[config.mk]
export PLATFORM = sky130hd
export DESIGN_NAME = qcp_mul
export DESIGN_NICKNAME = d
export VERILOG_FILES = /design/src/rtl/qcp_mul.sv
export SDC_FILE = /design/constraint.sdc
export NUM_CORES = 2
export LEC_CHECK = 0
export BUFFER_PORTS_ARGS = -buffer_cell sky130_fd_sc_hd__buf_2
export CAP_MARGIN = 20
export CORE_MARGIN = 4
export CORE_UTILIZATION = 35
export CTS_BUF_LIST = sky130_fd_sc_hd__clkbuf_16
export DETAILED_ROUTE_END_ITERATION = 10
export GPL_TIMING_DRIVEN = 0
export SLEW_MARGIN = 10
export SYNTH_ARGS = -nofsm -noshare
export SYNTH_HDL_FRONTEND = slang
export SYNTH_SLANG_ARGS = --single-unit
[constraint.sdc]
create_clock -name clk -period 23.1 [get_ports clk]
set_clock_uncertainty 0.05 [all_clocks]
set_input_delay 1.155 -clock clk [delete_from_list [all_inputs] [get_ports clk]]
set_output_delay 1.155 -clock clk [all_outputs]
set_load 0.1 [all_outputs]
[src/rtl/qcp_mul.sv]
// Shared signed 32 by 32 multiplier with a registered product.
`timescale 1ns / 1ps
module qcp_mul (
  input  logic               clk,
  input  logic signed [31:0] a,
  input  logic signed [31:0] b,
  output logic signed [63:0] p_r
);

  always_ff @(posedge clk) begin
    p_r <= a * b;
  end

endmodule

==> results.toml <==
[worst_hold_path]
worstHoldPathType = "in -> reg"

[floorplanning]
die_h_microns = 334.2
fp.dieW_microns = 334.2
core_sq_um = 105400
dieArea_sq_um = 111700
io_pins = 129
start_util_pct = 35.33
placementRows = 119

[cells_and_area]
drive_gt1_share_pct = 4.147
top_register = "p_r"
largest_reg_flops = 64
stdcell_count = 5440
final_common_cell = "fa_1"
layout_common_cells = "fa_1, inv_1, and2_1"
final_nets = 5354
syn_to_final_growth_pct = 7.358
largestRegisters = "p_r: 64 flops"

[route]
vias_per_cell = 4.998
wirelength_microns = 130100
dr.pass1.iters = 5
routedWlPerCell_microns = 23.91
vias = 27188
drt-initial-drc-count = 2089
ant_nets = 0
drc = 0

[timing]
finalCritPeriodShare_pct = 45.02
setup_viol = 0
setup_ws_ns = 12.70
fin_tns_setup_ns = 0
worst_slew_pin_slew_ns = 1.147
slew_headroom_pct = 23.55
finalHoldViolCount = 0
report.final.slew_viol_count = 0
max_freq_ghz = 0.09616
rsz0062_at_grt = "no"
period_needed_ns = 10.40

[place]
post-dp-hpwl_microns = 113900
placed_cells = 5403
finalWeightedCongestion = 1.009
pre_cts_slack_ns = 12.26
numPortBuffers = 128

[logic_synthesis]
synth.distinct_cells = 63
synthCells = 3884
ys.flop_type = "dfxtp_1"
synth_edf_count = 0
yosysWarnings = 0
netlist_area_sq_um = 37240
synth_area_leader_cell = "fa_1"
synth_top_area_share_pct = 58.16
ys_seq_elements = 64
syn-num-nets = 5215
yosysSeqAreaShare_pct = 3.440
avgSynthCellArea_sq_um = 9.589
synth.area.top_cells = "fa_1, inv_1, and2_1"
ys_async_sr_fraction_pct = 0

[worst_setup_path]
worst-setup-path-type = "in -> reg"
cp_data_arrival_time_ns = 10.70
endpoint_kind = "register"
worstPathMaxFanout = 11
cp.required_ns = 23.40
worst_setup_path_start_kind = "primary input"

[clock_tree]
post_cts_resized = 0
clock_sinks = 64
ctsHoldBuffers = 0
clkSlewWorstSetupHoldPaths_ns = 0.08
cts_tree = "yes"
root_buffer = "clkbuf_16"
cts_made_buffers = 9
clockBufferDepth = 2
postCtsSetupRepairBufs = 0
h-tree-depth = 3

[global_routing]
grt_pass1_vias = 29431
grt_antenna_before_repair = 25
track_usage_pct = 24.03
grt_max_degree = 23
grt_pass1_wl_microns = 195600
grt_overflow = 0

[status]
outcome = "finished, final reports clean"

[job]
max_cap_viol_count = 0
## cell type report
type / instances / area, sq um
antenna: 22 / 55.05
buffer: 200 / 754.5
clock buffer: 9 / 225.2
clock inverter: 6 / 76.32
fill: 10845 / 65430
inverter: 952 / 3573
multi-input combinational: 2668 / 31640
sequential: 64 / 1281
tap: 1391 / 1740
timing repair buffer: 128 / 640.6
## logic make-up after synthesis
| family | count (synthesis) | synth area share (%) |
|---|---|---|
| adders and majority gates | 1266 | 64.34 |
| and+or+nand+nor | 1134 | 15.37 |
| buffers and inverters | 1152 | 11.62 |
| AOI/OAI and AO/OA | 193 | 3.464 |
| DFF | 64 | 3.440 |
| xor gates and xnor gates | 75 | 1.764 |
## per-stage QoR
stage               hold WS (ns)  utilization [%]  area (sq um)
finish                     1.164            37.93         39980
global route               1.163            37.88         39930
CTS                        1.142            37.88         39930
detailed placement         1.581            37.59         39630
global placement           1.586            37.59         39620
floorplan                  1.232                -         37240
## routing by layer
| layer | global-route usage [%] | wire length [microns] | vias up |
|---|---|---|---|
| met1 | 32.17 | 52240 | 14261 |
| met4 | 9.735 | 6344 | 10 |
| met3 | 5.534 | 12070 | 276 |
| met5 | 0 | 67 | - |
| met2 | 37.92 | 59370 | 1275 |
| li1 | - | - | 11366 |
## synth_stat cells (all sizes together), types with 3 or more instances
| cell | n |
|---|---|
| xnor2 | 53 |
| a211oi | 8 |
| xor2 | 22 |
| o21ai | 31 |
| o211ai | 3 |
| o21a | 4 |
| nor3 | 7 |
| nor2 | 42 |
| a21boi | 3 |
| nor2b | 3 |
| and2 | 516 |
| nand2 | 511 |
| or3 | 5 |
| ha | 184 |
| nand3 | 15 |
| fa | 1082 |
| nand2b | 9 |
| a31oi | 13 |
| a21oi | 68 |
| inv | 952 |
| and3 | 9 |
| a21o | 25 |
| o31ai | 7 |
| dfxtp | 64 |
| buf | 5 |
| and4 | 4 |
| clkbuf | 195 |
| o21bai | 15 |
| nand4 | 7 |
## worst max-delay path, stage by stage
cell	delay, ns
buf_2	0.12
clkbuf_1	0.81
nand2_1	0.36
inv_1	0.22
fa_1	0.46
fa_1	0.55
fa_2	0.61
fa_1	0.99
inv_1	0.43
fa_1	0.59
inv_1	0.05
fa_1	0.54
inv_1	0.05
fa_1	0.48
inv_1	0.06
fa_1	0.49
ha_1	0.41
and3_1	0.26
nand2_1	0.09
or3_1	0.37
o211ai_1	0.73
a31oi_1	0.32
o31ai_1	0.32
xor2_1	0.17
## path summary, 6_finish.rpt
path,slack (ns),end,from,depth (start not counted)
max,12.70,p_r[62]$_DFF_P_,b[2],24
min,1.16,p_r[0]$_DFF_P_,b[0],2
Power is left out: the tool's default activity adds up to more than one toggle a clock period on the data nets, which glitch-free logic cannot reach.
