$ cat config.mk
export PLATFORM = sky130hd
export DESIGN_NAME = qcp_root_div
export DESIGN_NICKNAME = d
export VERILOG_FILES = /design/src/rtl/qcp_pkg.sv /design/src/rtl/qcp_root_div.sv
export SDC_FILE = /design/constraint.sdc
export NUM_CORES = 1
export LEC_CHECK = 0
export BUFFER_PORTS_ARGS = -buffer_cell sky130_fd_sc_hd__buf_2
export CORE_AREA = 4 4 149 259
export DETAILED_ROUTE_END_ITERATION = 7
export DIE_AREA = 0 0 153 263
export PLACE_DENSITY = 0.85
export SKIP_CTS_REPAIR_TIMING = 1
export SLEW_MARGIN = 30
export SYNTH_ARGS = -nofsm -noshare
export SYNTH_HDL_FRONTEND = slang
export SYNTH_SLANG_ARGS = --single-unit
$ cat constraint.sdc
create_clock -name clk -period 15.01 [get_ports clk]
set_input_delay 0.7505 -clock clk [delete_from_list [all_inputs] [get_ports clk]]
set_output_delay 0.7505 -clock clk [all_outputs]
set_load 0.02 [all_outputs]
$ cat src/rtl/qcp_pkg.sv
// Shared types, constants and tables of the quaternion camera pose block.
`timescale 1ns / 1ps
package qcp_pkg;

  localparam int CORDIC_ITERATIONS = 24;

  localparam logic signed [31:0] ONE_Q30     = 32'sd1073741824;
  localparam logic signed [31:0] DEG_HALF_K  = 32'sd37480660;
  localparam logic signed [33:0] CORDIC_GAIN = 34'sd652032874;

  localparam logic [2:0] OP_ROTATE    = 3'd0;
  localparam logic [2:0] OP_TRANSLATE = 3'd1;
  localparam logic [2:0] OP_SET_POS   = 3'd2;
  localparam logic [2:0] OP_LATCH     = 3'd3;
  localparam logic [2:0] OP_RESET     = 3'd4;

  localparam logic [4:0] N_THETA = 5'd1;
  localparam logic [4:0] N_RQ    = 5'd3;
  localparam logic [4:0] N_HAM   = 5'd16;
  localparam logic [4:0] N_SQS   = 5'd4;
  localparam logic [4:0] N_MAT   = 5'd9;

  typedef enum logic [3:0] {
    S_IDLE, S_THETA, S_CORDIC_GO, S_CORDIC_WAIT, S_RQ, S_HAM, S_MAG, S_SQS,
    S_SQRT_GO, S_SQRT_WAIT, S_DIV_GO, S_DIV_WAIT, S_MAT, S_OUT
  } state_t;

  typedef struct packed {
    logic start;
    logic is_div;
  } rd_req_t;

  typedef struct packed {
    logic [1:0] ai;
    logic [1:0] bi;
    logic       neg;
  } ham_term_t;

  typedef struct packed {
    logic [1:0] ai;
    logic [1:0] bi;
  } mat_pair_t;

  // arctan(2^-i) in Q2.30.
  function automatic logic [31:0] atan_val(input logic [4:0] i);
    logic [31:0] v;
    case (i)
      5'd0:  v = 32'h3243F6A8;  5'd1:  v = 32'h1DAC6705;
      5'd2:  v = 32'h0FADBAFC;  5'd3:  v = 32'h07F56EA6;
      5'd4:  v = 32'h03FEAB76;  5'd5:  v = 32'h01FFD55B;
      5'd6:  v = 32'h00FFFAAA;  5'd7:  v = 32'h007FFF55;
      5'd8:  v = 32'h003FFFEA;  5'd9:  v = 32'h001FFFFD;
      5'd10: v = 32'h000FFFFF;  5'd11: v = 32'h0007FFFF;
      5'd12: v = 32'h0003FFFF;  5'd13: v = 32'h0001FFFF;
      5'd14: v = 32'h0000FFFF;  5'd15: v = 32'h00007FFF;
      5'd16: v = 32'h00003FFF;  5'd17: v = 32'h00001FFF;
      5'd18: v = 32'h00000FFF;  5'd19: v = 32'h000007FF;
      5'd20: v = 32'h000003FF;  5'd21: v = 32'h000001FF;
      5'd22: v = 32'h000000FF;  5'd23: v = 32'h0000007F;
      5'd24: v = 32'h0000003F;  5'd25: v = 32'h0000001F;
      5'd26: v = 32'h0000000F;  5'd27: v = 32'h00000008;
      5'd28: v = 32'h00000004;  5'd29: v = 32'h00000002;
      5'd30: v = 32'h00000001;  default: v = 32'h00000000;
    endcase
    return v;
  endfunction

  // Hamilton product terms, four per output component (index = comp*4 + term).
  function automatic ham_term_t ham_term(input logic [3:0] idx);
    ham_term_t t;
    case (idx)
      4'd0:  t = '{2'd3, 2'd0, 1'b0};  4'd1:  t = '{2'd0, 2'd3, 1'b0};
      4'd2:  t = '{2'd1, 2'd2, 1'b0};  4'd3:  t = '{2'd2, 2'd1, 1'b1};
      4'd4:  t = '{2'd3, 2'd1, 1'b0};  4'd5:  t = '{2'd0, 2'd2, 1'b1};
      4'd6:  t = '{2'd1, 2'd3, 1'b0};  4'd7:  t = '{2'd2, 2'd0, 1'b0};
      4'd8:  t = '{2'd3, 2'd2, 1'b0};  4'd9:  t = '{2'd0, 2'd1, 1'b0};
      4'd10: t = '{2'd1, 2'd0, 1'b1};  4'd11: t = '{2'd2, 2'd3, 1'b0};
      4'd12: t = '{2'd3, 2'd3, 1'b0};  4'd13: t = '{2'd0, 2'd0, 1'b1};
      4'd14: t = '{2'd1, 2'd1, 1'b1};  default: t = '{2'd2, 2'd2, 1'b1};
    endcase
    return t;
  endfunction

  // Matrix products: xx yy zz xy xz yz xw yw zw.
  function automatic mat_pair_t mat_pair(input logic [3:0] idx);
    mat_pair_t p;
    case (idx)
      4'd0: p = '{2'd0, 2'd0};  4'd1: p = '{2'd1, 2'd1};
      4'd2: p = '{2'd2, 2'd2};  4'd3: p = '{2'd0, 2'd1};
      4'd4: p = '{2'd0, 2'd2};  4'd5: p = '{2'd1, 2'd2};
      4'd6: p = '{2'd0, 2'd3};  4'd7: p = '{2'd1, 2'd3};
      default: p = '{2'd2, 2'd3};
    endcase
    return p;
  endfunction

  function automatic logic signed [31:0] sat32(input logic signed [47:0] v);
    logic signed [31:0] r;
    if (v > 48'sd2147483647) r = 32'sh7FFFFFFF;
    else if (v < -48'sd2147483648) r = 32'sh80000000;
    else r = v[31:0];
    return r;
  endfunction

endpackage

$ cat src/rtl/qcp_root_div.sv
// Bit-serial unit: 64-bit integer square root or 62 by 32 bit division.
`timescale 1ns / 1ps
module qcp_root_div (
  input  logic             clk,
  input  logic             rst_n,
  input  qcp_pkg::rd_req_t req,
  input  logic [63:0]      radicand,
  input  logic [61:0]      num,
  input  logic [31:0]      den,
  output logic             done_r,
  output logic [31:0]      result
);

  logic        busy_r, div_r;
  logic [4:0]  cnt_r;
  logic [63:0] n_r, res_r, bit_r;
  logic [64:0] trial;
  logic        sq_ge;
  logic [32:0] rem_r;
  logic [31:0] nlo_r, qt_r, den_r;
  logic [33:0] dtrial;
  logic        dv_ge;

  assign trial  = {1'b0, res_r} + {1'b0, bit_r};
  assign sq_ge  = ({1'b0, n_r} >= trial);
  assign dtrial = {rem_r, nlo_r[31]};
  assign dv_ge  = (dtrial >= {2'b00, den_r});
  assign result = div_r ? qt_r : res_r[31:0];

  always_ff @(posedge clk) begin
    if (!rst_n) begin
      busy_r <= 1'b0;
      done_r <= 1'b0;
      cnt_r  <= '0;
    end else begin
      done_r <= 1'b0;
      if (req.start) begin
        busy_r <= 1'b1;
        div_r  <= req.is_div;
        cnt_r  <= '0;
        n_r    <= radicand;
        res_r  <= '0;
        bit_r  <= 64'h4000_0000_0000_0000;
        // The quotient is known to fit 32 bits, so the top part starts as the remainder.
        rem_r  <= {3'b000, num[61:32]};
        nlo_r  <= num[31:0];
        qt_r   <= '0;
        den_r  <= den;
      end else if (busy_r) begin
        if (div_r) begin
          rem_r <= dv_ge ? 33'(dtrial - {2'b00, den_r}) : dtrial[32:0];
          nlo_r <= {nlo_r[30:0], 1'b0};
          qt_r  <= {qt_r[30:0], dv_ge};
        end else begin
          if (sq_ge) begin
            n_r   <= 64'({1'b0, n_r} - trial);
            res_r <= (res_r >> 1) + bit_r;
          end else begin
            res_r <= res_r >> 1;
          end
          bit_r <= bit_r >> 2;
        end
        cnt_r <= cnt_r + 5'd1;
        if (cnt_r == 5'd31) begin
          busy_r <= 1'b0;
          done_r <= 1'b1;
        end
      end
    end
  end

endmodule

==> reports/metrics.yaml, run 1 <==
synth:
  yosys_register_bits: 297
  syn_nets: 2758
  synth-edff-count: 290
  synth_area_per_cell_sq_um: 9.40
  synth_area_leaders: "edfxtp_1 (38%), ha_1 (9.0%), a21oi_1 (4.6%)"
  synth_top_area_share_pct: 38.1
  yosysMostFrequentCell: "edfxtp_1"
  synth_top_area_cell: "edfxtp_1"
  ys_seq_area_share_pct: 38.7
  yosysUniqueCellTypes: 87
  synth_common_cells: "edfxtp_1 (290), nand2_1 (237), a21oi_1 (209), o21ai_0 (172), ha_1 (164)"
  synth_area_sq_um: 22800
  synth_warnings: 0
  ys.flop_type: "edfxtp_1"
  netlist_instances: 2430
  async_flop_share_pct: 0
cells_and_area:
  nets: 2888
  multi_input_area_sq_um: 13200
  regArea_sq_um: 8850
  nFillCells: 2869
  diodes: 0
  fin_util_pct: 68.6
  drive_gt1_share_pct: 15.4
  area_delta_synth_final_pct: 9.72
die:
  fp-row-count: 93
  initial_core_util_pct: 62.5
  fp.dieH_um: 263
  die-area_sq_um: 40200
  ios: 195
  core-area_sq_um: 36500
  die_w_um: 153
clocking:
  clk_latency_ns: 0.58
  cts.sinks: 297
  cts_tree: "done"
  clock_path_buffers: 3
  cts-root-buf: "clkbuf_16"
  clkTransAtPathRegs_ns: 0.07
  h-tree-depth: 1
  cts_made_buffers: 29
worst_setup_path:
  critPathLaunchType: "register"
  crit_arrival_ns: 7.70
  cp_max_fo: 64
  crit_type: "reg2reg"
  critPathCaptureType: "register"
  ff2ff_setup_slack_ns: 7.51
  required_ns: 15.21
power:
  p_leak_nw: 9.69
  intPower_mw: 1.85
  power_frac_comb_pct: 35.9
  p_per_area_nw_per_um2: 115
  p_seq_share_pct: 37.1
  p_sw_mw: 1.03
  ir_drop_uv: 99.5
  switching_share_pct: 35.7
  power.share.clock_pct: 27.0
placement:
  io_buffers: 194
  dp_slack_ns: 7.59
  routabilityCongestion: 0.958
  detailed_place_hpwl_um: 46200
route:
  ant_nets: 0
  post_drt_wl_per_cell_um: 20.6
  drc_errors: 0
  viasPerCell: 6.47
  num_vias: 19800
  drtPass1Iterations: 6
  totalWireLength_um: 62900
  drt-initial-drc-count: 1295
outcome:
  status: "finished clean"
timing:
  finalSetupViolations: 0
  fin_skew_ns: 0.0113
  fin_ws_ns: 7.51
  period_minus_slack_ns: 7.50
  drv_slew: 0
  worst_pin_slew_ns: 0.966
  setup_tns_ns: 0
  rsz0062_at_grt: "no"
  whs_ns: 0.345
  final-hold-violation-count: 0
  maxSlewHeadroom_pct: 35.6
  post-route-period-util_pct: 50.0
  clock.fmax_mhz: 133
job:
  drv_cap: 0
global_route:
  grt_pass1_wl_um: 99600
  grt_usage_pct: 29.8
  grt_overflow: 0
  grt_max_degree: 118
  antenna_found_initial: 0
  grt_pass1_vias: 19700
worst_hold_path:
  hold_path_class: "in2reg"
-- routing by layer --
metal	GRT usage (%)	vias up	wire length, um
li1	-	9432	-
met2	54.4	776	32500
met4	14.8	0	3490
met1	34.2	9369	23300
met3	3.34	193	3640
met5	0	-	0
-- stage by stage --
stage          total power [mW]  area, sq um  std cells
2_1_floorplan              1.85        22800       2430
3_3_place_gp               2.07        24100       3003
3_5_place_dp               2.09        24100       3003
4_1_cts                    2.87        25000       3055
5_1_grt                    3.03        25100       3056
6_report                   2.88        25100       3056
-- power by group through the flow --
stage	Clock [mW]	Combinational [mW]	Sequential (mW)
3_3_place_gp	0	0.989	1.08
3_5_place_dp	0	1.01	1.08
2_1_floorplan	0	0.785	1.06
4_1_cts	0.785	1.02	1.06
6_report	0.778	1.03	1.07
5_1_grt	0.821	1.14	1.07
-- worst paths after layout --
| path | startpoint | end | depth (start not counted) |
|---|---|---|---|
| worst min register to register | cnt_r[3]$_SDFFE_PP0P_ | cnt_r[3]$_SDFFE_PP0P_ | 2 |
| worst min-delay path | den[9] | den_r[9]$_DFFE_PP_ | 1 |
| worst max-delay path | res_r[4]$_SDFFCE_PP0P_ | n_r[7]$_DFFE_PP_ | 23 |
| worst max register to register | res_r[4]$_SDFFCE_PP0P_ | n_r[7]$_DFFE_PP_ | 23 |
-- cells by family (layout without fill, tap and decap cells) --
logic type | after synthesis | in the layout | synth area share (%)
buffers and inverters | 194 | 345 | 3.74
adder cells (fa/ha/maj) | 166 | 166 | 9.16
XOR/XNOR | 159 | 159 | 6.09
flip-flops | 297 | 297 | 38.7
AO/OA/AOI/OAI | 765 | 765 | 21.3
multiplexers | 98 | 98 | 4.78
AND/OR/NAND/NOR | 751 | 751 | 16.2
-- state kept, by name, summed over array words and instances (netlist names) --
name,flops
bit_r,32
n_r,64
qt_r,32
div_r,1
rem_r,33
nlo_r,32
res_r,64
busy_r,1
den_r,32
cnt_r,5
done_r,1
-- final cells by class --
cell class / count / area share, %
flip-flops and latches: 297 / 35.3
well taps: 475 / 2.37
multi-input cells: 1939 / 52.7
clock inverters: 20 / 0.893
repair buffers: 213 / 4.56
clock buffers: 32 / 3.02
inverters: 80 / 1.20
-- worst max-delay path, cell delays in order, from the launching register on --
cell and delay [ns]:
edfxtp_1 0.51, ha_1 0.44, nand4_1 0.12, o21ai_0 0.46
a21oi_1 0.22, o21ai_0 0.31, a31oi_1 0.21, o21ai_0 0.42
a21oi_1 0.16, nor2_1 0.10, o21ai_0 0.11, xor2_1 0.18
ha_1 0.42, and3_1 0.23, nand2_1 0.11, or3_1 0.37
a2111o_1 0.40, and3_1 0.24, o31a_1 0.31, buf_4 0.30
nor2_2 0.17, buf_4 0.36, o21a_2 0.17, buf_4 0.74
-- cell usage in the layout, fill, tap and decap left out, types with 74 or more instances in the layout --
cell type,count
inv_1,79
edfxtp_1,290
nor2b_1,97
nor2_1,144
o21ai_0,172
a31oi_1,74
a21oi_1,209
buf_2,193
nand2_1,237
mux2_2,89
xor2_1,92
ha_1,164
(Power assumes the default switching activity.)
==> run 2: changes to the inputs <==
--- a/config.mk
+++ b/config.mk
@@ -6,10 +6,10 @@
 export NUM_CORES = 1
 export LEC_CHECK = 0
 export BUFFER_PORTS_ARGS = -buffer_cell sky130_fd_sc_hd__buf_2
-export CORE_AREA = 4 4 149 259
+export CORE_AREA = 4 4 158 275
 export DETAILED_ROUTE_END_ITERATION = 7
-export DIE_AREA = 0 0 153 263
-export PLACE_DENSITY = 0.85
+export DIE_AREA = 0 0 162 279
+export PLACE_DENSITY = 0.8
 export SKIP_CTS_REPAIR_TIMING = 1
 export SLEW_MARGIN = 30
 export SYNTH_ARGS = -nofsm -noshare
==> constraint.sdc (replaced) <==
create_clock -name clk -period 6.75 [get_ports clk]
set_input_delay 0.3375 -clock clk [delete_from_list [all_inputs] [get_ports clk]]
set_output_delay 0.3375 -clock clk [all_outputs]
set_load 0.02 [all_outputs]
==> run 2 against run 1 <==
Net effect: worst hold slack worse by 0.31 ns; global-route usage shrank 2.7 points; power grew 120%; cell area up 2.2%; highest routed layer unchanged; first-iteration DRC count grew 6.9%; final cell count is 3.9% higher.
==> reports/metrics.yaml, run 2 (synthesis results as in run 1) <==
clocking:
  clkTransAtPathRegs_ns: 0.07  # about the same
  clock_path_buffers: 3  # unchanged
  clk_latency_ns: 0.58  # about the same
  cts-root-buf: "clkbuf_16"  # unchanged
  cts_made_buffers: 30  # was 29
  cts_tree: "done"  # unchanged
  cts.sinks: 297  # unchanged
  h-tree-depth: 1  # unchanged
die:
  fp-row-count: 99  # was 93
  die_w_um: 162  # was 153 um
  initial_core_util_pct: 55.2  # was 62.5%
  die-area_sq_um: 45200  # was 40,200 sq um
  fp.dieH_um: 279  # was 263 um
  core-area_sq_um: 41400  # was 36,500 sq um
  ios: 195  # unchanged
timing:
  period_minus_slack_ns: 6.37  # was 7.50 ns
  rsz0062_at_grt: "no"  # unchanged
  final-hold-violation-count: 0  # unchanged
  fin_skew_ns: 0.0144  # was 0.0113 ns
  finalSetupViolations: 0  # unchanged
  drv_slew: 0  # unchanged
  setup_tns_ns: 0  # unchanged
  clock.fmax_mhz: 157  # was 133 MHz
  fin_ws_ns: 0.380  # was 7.51 ns
  post-route-period-util_pct: 94.4  # was 50.0%
  maxSlewHeadroom_pct: 21.7  # was 35.6%
  worst_pin_slew_ns: 1.16  # was 0.966 ns
outcome:
  status: "finished clean"  # unchanged
placement:
  detailed_place_hpwl_um: 46600  # was 46,200 um
  io_buffers: 194  # unchanged
  routabilityCongestion: 0.980  # was 0.958
  dp_slack_ns: 0.0928  # was 7.59 ns
route:
  num_vias: 19800  # about the same
  drc_errors: 0  # unchanged
  ant_nets: 0  # unchanged
  drtPass1Iterations: 7  # was 6
  viasPerCell: 6.25  # was 6.47
  drt-initial-drc-count: 1384  # was 1,295
  totalWireLength_um: 63900  # was 62,900 um
  post_drt_wl_per_cell_um: 20.1  # was 20.6 um
worst_setup_path:
  cp_max_fo: 34  # was 64
  required_ns: 7.16  # was 15.21 ns
  crit_type: "reg2reg"  # unchanged
  crit_arrival_ns: 6.78  # was 7.70 ns
  critPathLaunchType: "register"  # unchanged
  critPathCaptureType: "register"  # unchanged
cells_and_area:
  drive_gt1_share_pct: 15.3  # was 15.4%
  multi_input_area_sq_um: 13200  # about the same
  final_cell_mix: "edfxtp_1 (290), nand2_1 (237), a21oi_1 (209), buf_2 (193), o21ai_0 (170)"  # was edfxtp_1 (290), nand2_1 (237), a21oi_1 (209), buf_2 (193), o21ai_0 (172)
  regArea_sq_um: 8850  # unchanged
  diodes: 0  # unchanged
  final_common_cell: "edfxtp_1"  # unchanged
  nets: 2924  # was 2,888
  area_delta_synth_final_pct: 12.1  # was 9.72%
  nFillCells: 3548  # was 2,869
  reg_top3: "n_r (64), res_r (64), rem_r (33)"  # unchanged
global_route:
  grt_max_degree: 145  # was 118
  grt_pass1_vias: 19700  # about the same
  grt_overflow: 0  # unchanged
  grt_usage_pct: 27.1  # was 29.8%
  antenna_found_initial: 1  # was 0
  grt_pass1_wl_um: 101000  # was 99,600 um
worst_hold_path:
  hold_path_class: "in2reg"  # unchanged
job:
  drv_cap: 0  # unchanged
power:
  p_per_area_nw_per_um2: 252  # was 115 nW/um^2
  ir_drop_uv: 221  # was 99.5 uV
  p_leak_nw: 9.87  # was 9.69 nW
[run 2: worst max-delay path, stage by stage, from the launching register on]
cell	delay, ns
edfxtp_1	0.46
ha_1	0.37
a21oi_1	0.29
o21ai_0	0.14
buf_4	0.17
a21oi_1	0.23
o21ai_0	0.18
a31oi_1	0.36
o21ai_1	0.19
a21oi_1	0.24
nor2_1	0.05
o21ai_0	0.19
xor2_1	0.13
ha_1	0.43
and3_1	0.25
nand2_1	0.14
or3_1	0.37
a2111o_1	0.42
and3_1	0.24
o31a_2	0.41
buf_4	0.25
or4_1	0.51
a21oi_1	0.17
[run 2: metrics by stage]
step | hold slack (ns) | area (sq um) | util (%) | cells | power (mW)
final | 0.0302 | 25600 | 61.9 | 3175 | 6.46
after global routing | 0.0159 | 25600 | 61.9 | 3175 | 6.83
after CTS | -0.0975 | 25200 | 61.0 | 3140 | 6.43
after detailed placement | 0.496 | 24200 | 58.5 | 3084 | 4.67
after global placement | 0.481 | 24200 | 58.5 | 3084 | 4.63
after floorplan | 0.436 | 22900 | - | 2430 | 4.10
[run 2: final timing paths]
kind	depth (start not counted)	slack, ns	startpoint	to
max reg2reg	22	0.38	res_r[2]$_SDFFCE_PP0P_	res_r[13]$_SDFFCE_PP0P_
min	2	0.03	num[47]	rem_r[15]$_DFFE_PP_
min reg2reg	2	0.51	cnt_r[4]$_SDFFE_PP0P_	cnt_r[4]$_SDFFE_PP0P_
max	22	0.38	res_r[2]$_SDFFCE_PP0P_	res_r[13]$_SDFFCE_PP0P_
[run 2: power by group]
part           switching, mW  internal (mW)
registers              0.128           2.24
clock network          0.775          0.984
logic                   1.40          0.932
total                   2.30           4.16
[run 2: cell type report]
cell class | instances | area share [%]
clock buffers | 42 | 3.56
clock inverters | 14 | 0.430
inverters | 80 | 1.17
multi-input cells | 1939 | 51.6
flip-flops and latches | 297 | 34.5
well taps | 555 | 2.71
repair buffers | 248 | 5.99
[run 2: per-layer routing]
layer | part of all wire (%) | vias to the layer above | wire [um] | track usage, %
li1 | - | 9509 | - | -
met4 | 5.2 | 0 | 3300 | 12.2
met3 | 5.5 | 179 | 3520 | 3.25
met2 | 52 | 741 | 33000 | 49.0
met5 | 0 | - | 0 | 0
met1 | 38 | 9411 | 24100 | 32.0
